## config.mk

```make
export PLATFORM = sky130hd
export DESIGN_NAME = dmlf_clamp
export DESIGN_NICKNAME = d
export VERILOG_FILES = /design/src/hw/rtl/dmlf_pkg.sv /design/src/hw/rtl/dmlf_clamp.sv
export SDC_FILE = /design/constraint.sdc
export NUM_CORES = 1
export LEC_CHECK = 0
export BUFFER_PORTS_ARGS = -buffer_cell sky130_fd_sc_hd__buf_2
export CORE_MARGIN = 4
export CORE_UTILIZATION = 45
export DETAILED_ROUTE_END_ITERATION = 16
export PLACE_DENSITY = 0.73
export SLEW_MARGIN = 0
export SYNTH_ARGS = -nofsm -noshare
export SYNTH_HDL_FRONTEND = slang
export SYNTH_SLANG_ARGS = --single-unit
```

## constraint.sdc

```tcl
create_clock -name vclk -period 10.9
set_input_delay 2.18 -clock vclk [all_inputs]
set_output_delay 2.18 -clock vclk [all_outputs]
set_load 0.1 [all_outputs]
```

## src/hw/rtl/dmlf_pkg.sv

```systemverilog
// Shared types, constants and mode codes for the vertical min/max deinterlace filter.
`timescale 1ns / 1ps
`default_nettype none

package dmlf_pkg;

    // Default line store depth and row count range.
    localparam int MAX_WIDTH_DEF  = 2048;
    localparam int MAX_HEIGHT_DEF = 2048;

    // Field widths fixed by the stream format.
    localparam int PIX_W    = 24;
    localparam int CHAN_W   = 8;
    localparam int NCHAN    = 3;
    localparam int POS_W    = 11;
    localparam int OUT_W    = 2 * POS_W + PIX_W;
    localparam int OUT_BYTES_W = ((OUT_W + 7) / 8) * 8;
    localparam int MODE_W   = 2;

    // Mode register codes.
    localparam logic [MODE_W-1:0] MODE_DOUBLE = 2'd0;
    localparam logic [MODE_W-1:0] MODE_CLAMP  = 2'd1;
    localparam logic [MODE_W-1:0] MODE_KEEP   = 2'd2;

    typedef logic [PIX_W-1:0]  t_pixel;
    typedef logic [POS_W-1:0]  t_pos;
    typedef logic [MODE_W-1:0] t_mode;
    typedef logic [OUT_BYTES_W-1:0] t_out_data;

    // Neighborhood of one checked odd-row pixel.
    typedef struct packed {
        t_pixel upper_prev;   // even row above, column x
        t_pixel upper;        // even row above, column x+1
        t_pixel lower_prev;   // even row below, column x
        t_pixel lower;        // even row below, column x+1
        t_pixel center;       // odd-row pixel at column x
    } t_nbhd;

    // Verdict of the clamp check.
    typedef struct packed {
        logic   bad;
        t_pixel avg;
    } t_clamp;

endpackage

`default_nettype wire

```

## src/hw/rtl/dmlf_clamp.sv

```systemverilog
// Per-channel min/max range check and vertical floor average.
`timescale 1ns / 1ps
`default_nettype none

module dmlf_clamp (
    input  dmlf_pkg::t_nbhd  i_nbhd,
    output dmlf_pkg::t_clamp o_res
);
    import dmlf_pkg::*;

    // Each channel is independent: a four-way min and max, a range test
    // and the average of the pixels straight above and below.
    always_comb begin
        logic [CHAN_W-1:0] a0, a1, b0, b1, v, lo, hi;
        logic [CHAN_W:0]   sum;
        o_res = '0;
        for (int k = 0; k < NCHAN; k++) begin
            a0 = i_nbhd.upper_prev[k*CHAN_W +: CHAN_W];
            a1 = i_nbhd.upper[k*CHAN_W +: CHAN_W];
            b0 = i_nbhd.lower_prev[k*CHAN_W +: CHAN_W];
            b1 = i_nbhd.lower[k*CHAN_W +: CHAN_W];
            v  = i_nbhd.center[k*CHAN_W +: CHAN_W];
            lo = (a0 < a1) ? a0 : a1;
            lo = (lo < b0) ? lo : b0;
            lo = (lo < b1) ? lo : b1;
            hi = (a0 > a1) ? a0 : a1;
            hi = (hi > b0) ? hi : b0;
            hi = (hi > b1) ? hi : b1;
            if (v < lo || v > hi) begin
                o_res.bad = 1'b1;
            end
            sum = {1'b0, a0} + {1'b0, b0};
            o_res.avg[k*CHAN_W +: CHAN_W] = sum[CHAN_W:1];
        end
    end

endmodule

`default_nettype wire

```

==> results.md <==
* # nets final at 1313
* Outcome: completed
* Post-route DRC violation count at 0
* Crit path buf inv count at 5
* Endpoints failing setup at 0
* Most frequent cells in the layout: ha_1, buf_2, inv_1
* Flop pwr share at 0
* Final WL at 18.6 mm
* Ys Warns at 0
* Placed Cells incl. Taps at 1183
* Pre-CTS setup slack at -300 ps
* Die width at 130 microns
* Synth unique cells at 56
* Die ar. at 16900 sq um
* Hpwl dp at 16.4 mm
* Final setup margin at 215 ps
* Static Leak at 4.33 nW
* Largest stage delay on the critical path at 540 ps
* Core area at 14600 sq um
* CLK BUF at 0
* Initial Util at 0.460
* Upper clock frequency limit at 0.0936 GHz
* Cells after Synth at 840
* Final ANT Viol Nets at 0
* Initial antenna violation count at 2
* Most common library cell in the layout ignoring fill and taps: ha_1
* Most area-hungry cell type in the Yosys netlist: ha_1
* Slowest CP cell: a2111oi_1
* Critical path's top delay family: compound AO/OA/AOI/OAI gates
* Slew Viols, Final at 0
* Overflow after GRT at 0
* Routed WL per cell at 15.6 microns
* Final critical-path required period at 10680 ps
* Int Pwr at 353 uW
* DR vias/cell at 5.76
* Via count at 6873
* Post-Syn Nets at 1143
* Period utilisation layout at 0.980
* Top cell type's share of synthesized area at 0.335
* Sw frac at 0.582
* Port Buf Inserts at 145
* Layout cells sized above 1 at 0.284
* Sequential cells at 0
* Synth area leaders: ha_1, mux2_2, mux2i_1
* CP max FO at 6
* Average size of a mapped cell at 8.00 sq um
* Total GRT Usage at 0.207
* Die Y at 130 microns
* Clk pwr share at 0
* First-pass GRT wire length at 30.0 mm
* Post-Syn Area at 6720 sq um
* Crit-path most repeated cell: ha_1
* Filler instances at 1360
* Number of max-cap violations at 0
* Hold Path Class: input port to output pin
* Pwr/cell area at 105 nW/um^2
* First-pass DRT Iterations at 5
* Comb power frac at 1.000
* Psw at 492 uW
* Power Total at 844 uW
* CP Capture Type: output pin
* Rel. slew slack at 0.659
* CP required at 8720 ps
* Rows at 44
* Hold_buf cts at 0
* Worst Tran Pin Value at 510 ps
* Reg area at 0 sq um
* Non-filler cells, final at 1193
* Hold violation total from the final report at 0
* Setup TNS at 0 ps
* Initial DRC count at 280
* Sequential share of the synthesized area at 0
* Worst setup SP type: input port
* Core Util, Final at 0.550
* Largest net degree at the start of global routing at 16
* Crit path kind: input port to output pin
* Io pins at 145
* Peak supply drop at 0.0796 mV
* Routability Congestion at 0.924
* CP arrival at 8500 ps
* Area Growth Syn to Fin at 19.5%
* Vias in the first global route at 6610
## cell usage after synthesis, drive strengths merged, types with 11 or more instances
cell / instances
ha: 180
inv: 99
mux2: 68
a21oi: 52
mux2i: 52
nand2: 44
a21o: 38
nor2: 37
o21ai: 35
nand4: 27
o21a: 20
o211ai: 18
nand3: 17
and3: 14
nor2b: 13
xnor2: 12
o21bai: 11
## tightest hold or removal path, stage by stage
cell       delay (ps)
buf_2             100
nor4_1             50
o21ai_0           100
o2111ai_2         150
buf_12            190
## final cells by class
| type | instances | area (sq um) | area share |
|---|---|---|---|
| diodes | 1 | 2.50 | 0.000312 |
| inverters | 99 | 372 | 0.0463 |
| multi-input cells | 728 | 6410 | 0.799 |
| well taps | 184 | 230 | 0.0287 |
| repair buffers | 181 | 1010 | 0.126 |
## power groups by stage
stage | clock, mW | combinational (mW) | sequential, mW
2_1_floorplan | 0 | 0.616 | 0
3_3_place_gp | 0 | 0.793 | 0
3_5_place_dp | 0 | 0.807 | 0
4_1_cts | 0 | 0.812 | 0
5_1_grt | 0 | 0.931 | 0
6_report | 0.0000000123 | 0.844 | 0
## timing repair
| action | 4_1_cts | 5_1_grt |
|---|---|---|
| pin swaps | 0 | 10 |
| setup endpoints to repair | 1 | 1 |
| setup buffers | 0 | 9 |
| gates resized for setup | 3 | 34 |
## final timing paths
check             startpoint        end  depth (start not counted)
setup / recovery  i_nbhd[87]  o_res[24]                         29
hold / removal    i_nbhd[16]  o_res[24]                          5
## kinds of logic (layout without fill, tap and decap cells)
kind of cell / after synthesis / count (layout) / share of synthesized area
AO/OA/AOI/OAI: 230 / 230 / 0.243
other: 0 / 1 / 0
buffers and inverters: 112 / 280 / 0.0644
AND/OR/NAND/NOR: 180 / 180 / 0.137
XOR/XNOR: 15 / 15 / 0.0196
multiplexers: 120 / 120 / 0.191
adder cells (fa/ha/maj): 183 / 183 / 0.344
## metrics by stage
stage          cell area (sq um)  hold WS (ps)
6_report                    8030          4960
2_1_floorplan               6720          4890
3_5_place_dp                7820          4980
3_3_place_gp                7820          4970
5_1_grt                     8030          4980
4_1_cts                     7830          4980
## per-layer routing
metal	GRT usage	wire [microns]
met3	0.0119	809
met5	0	20
met4	0.0312	258
met2	0.388	9120
met1	0.263	8360
Power figures use the tool's default switching activity.
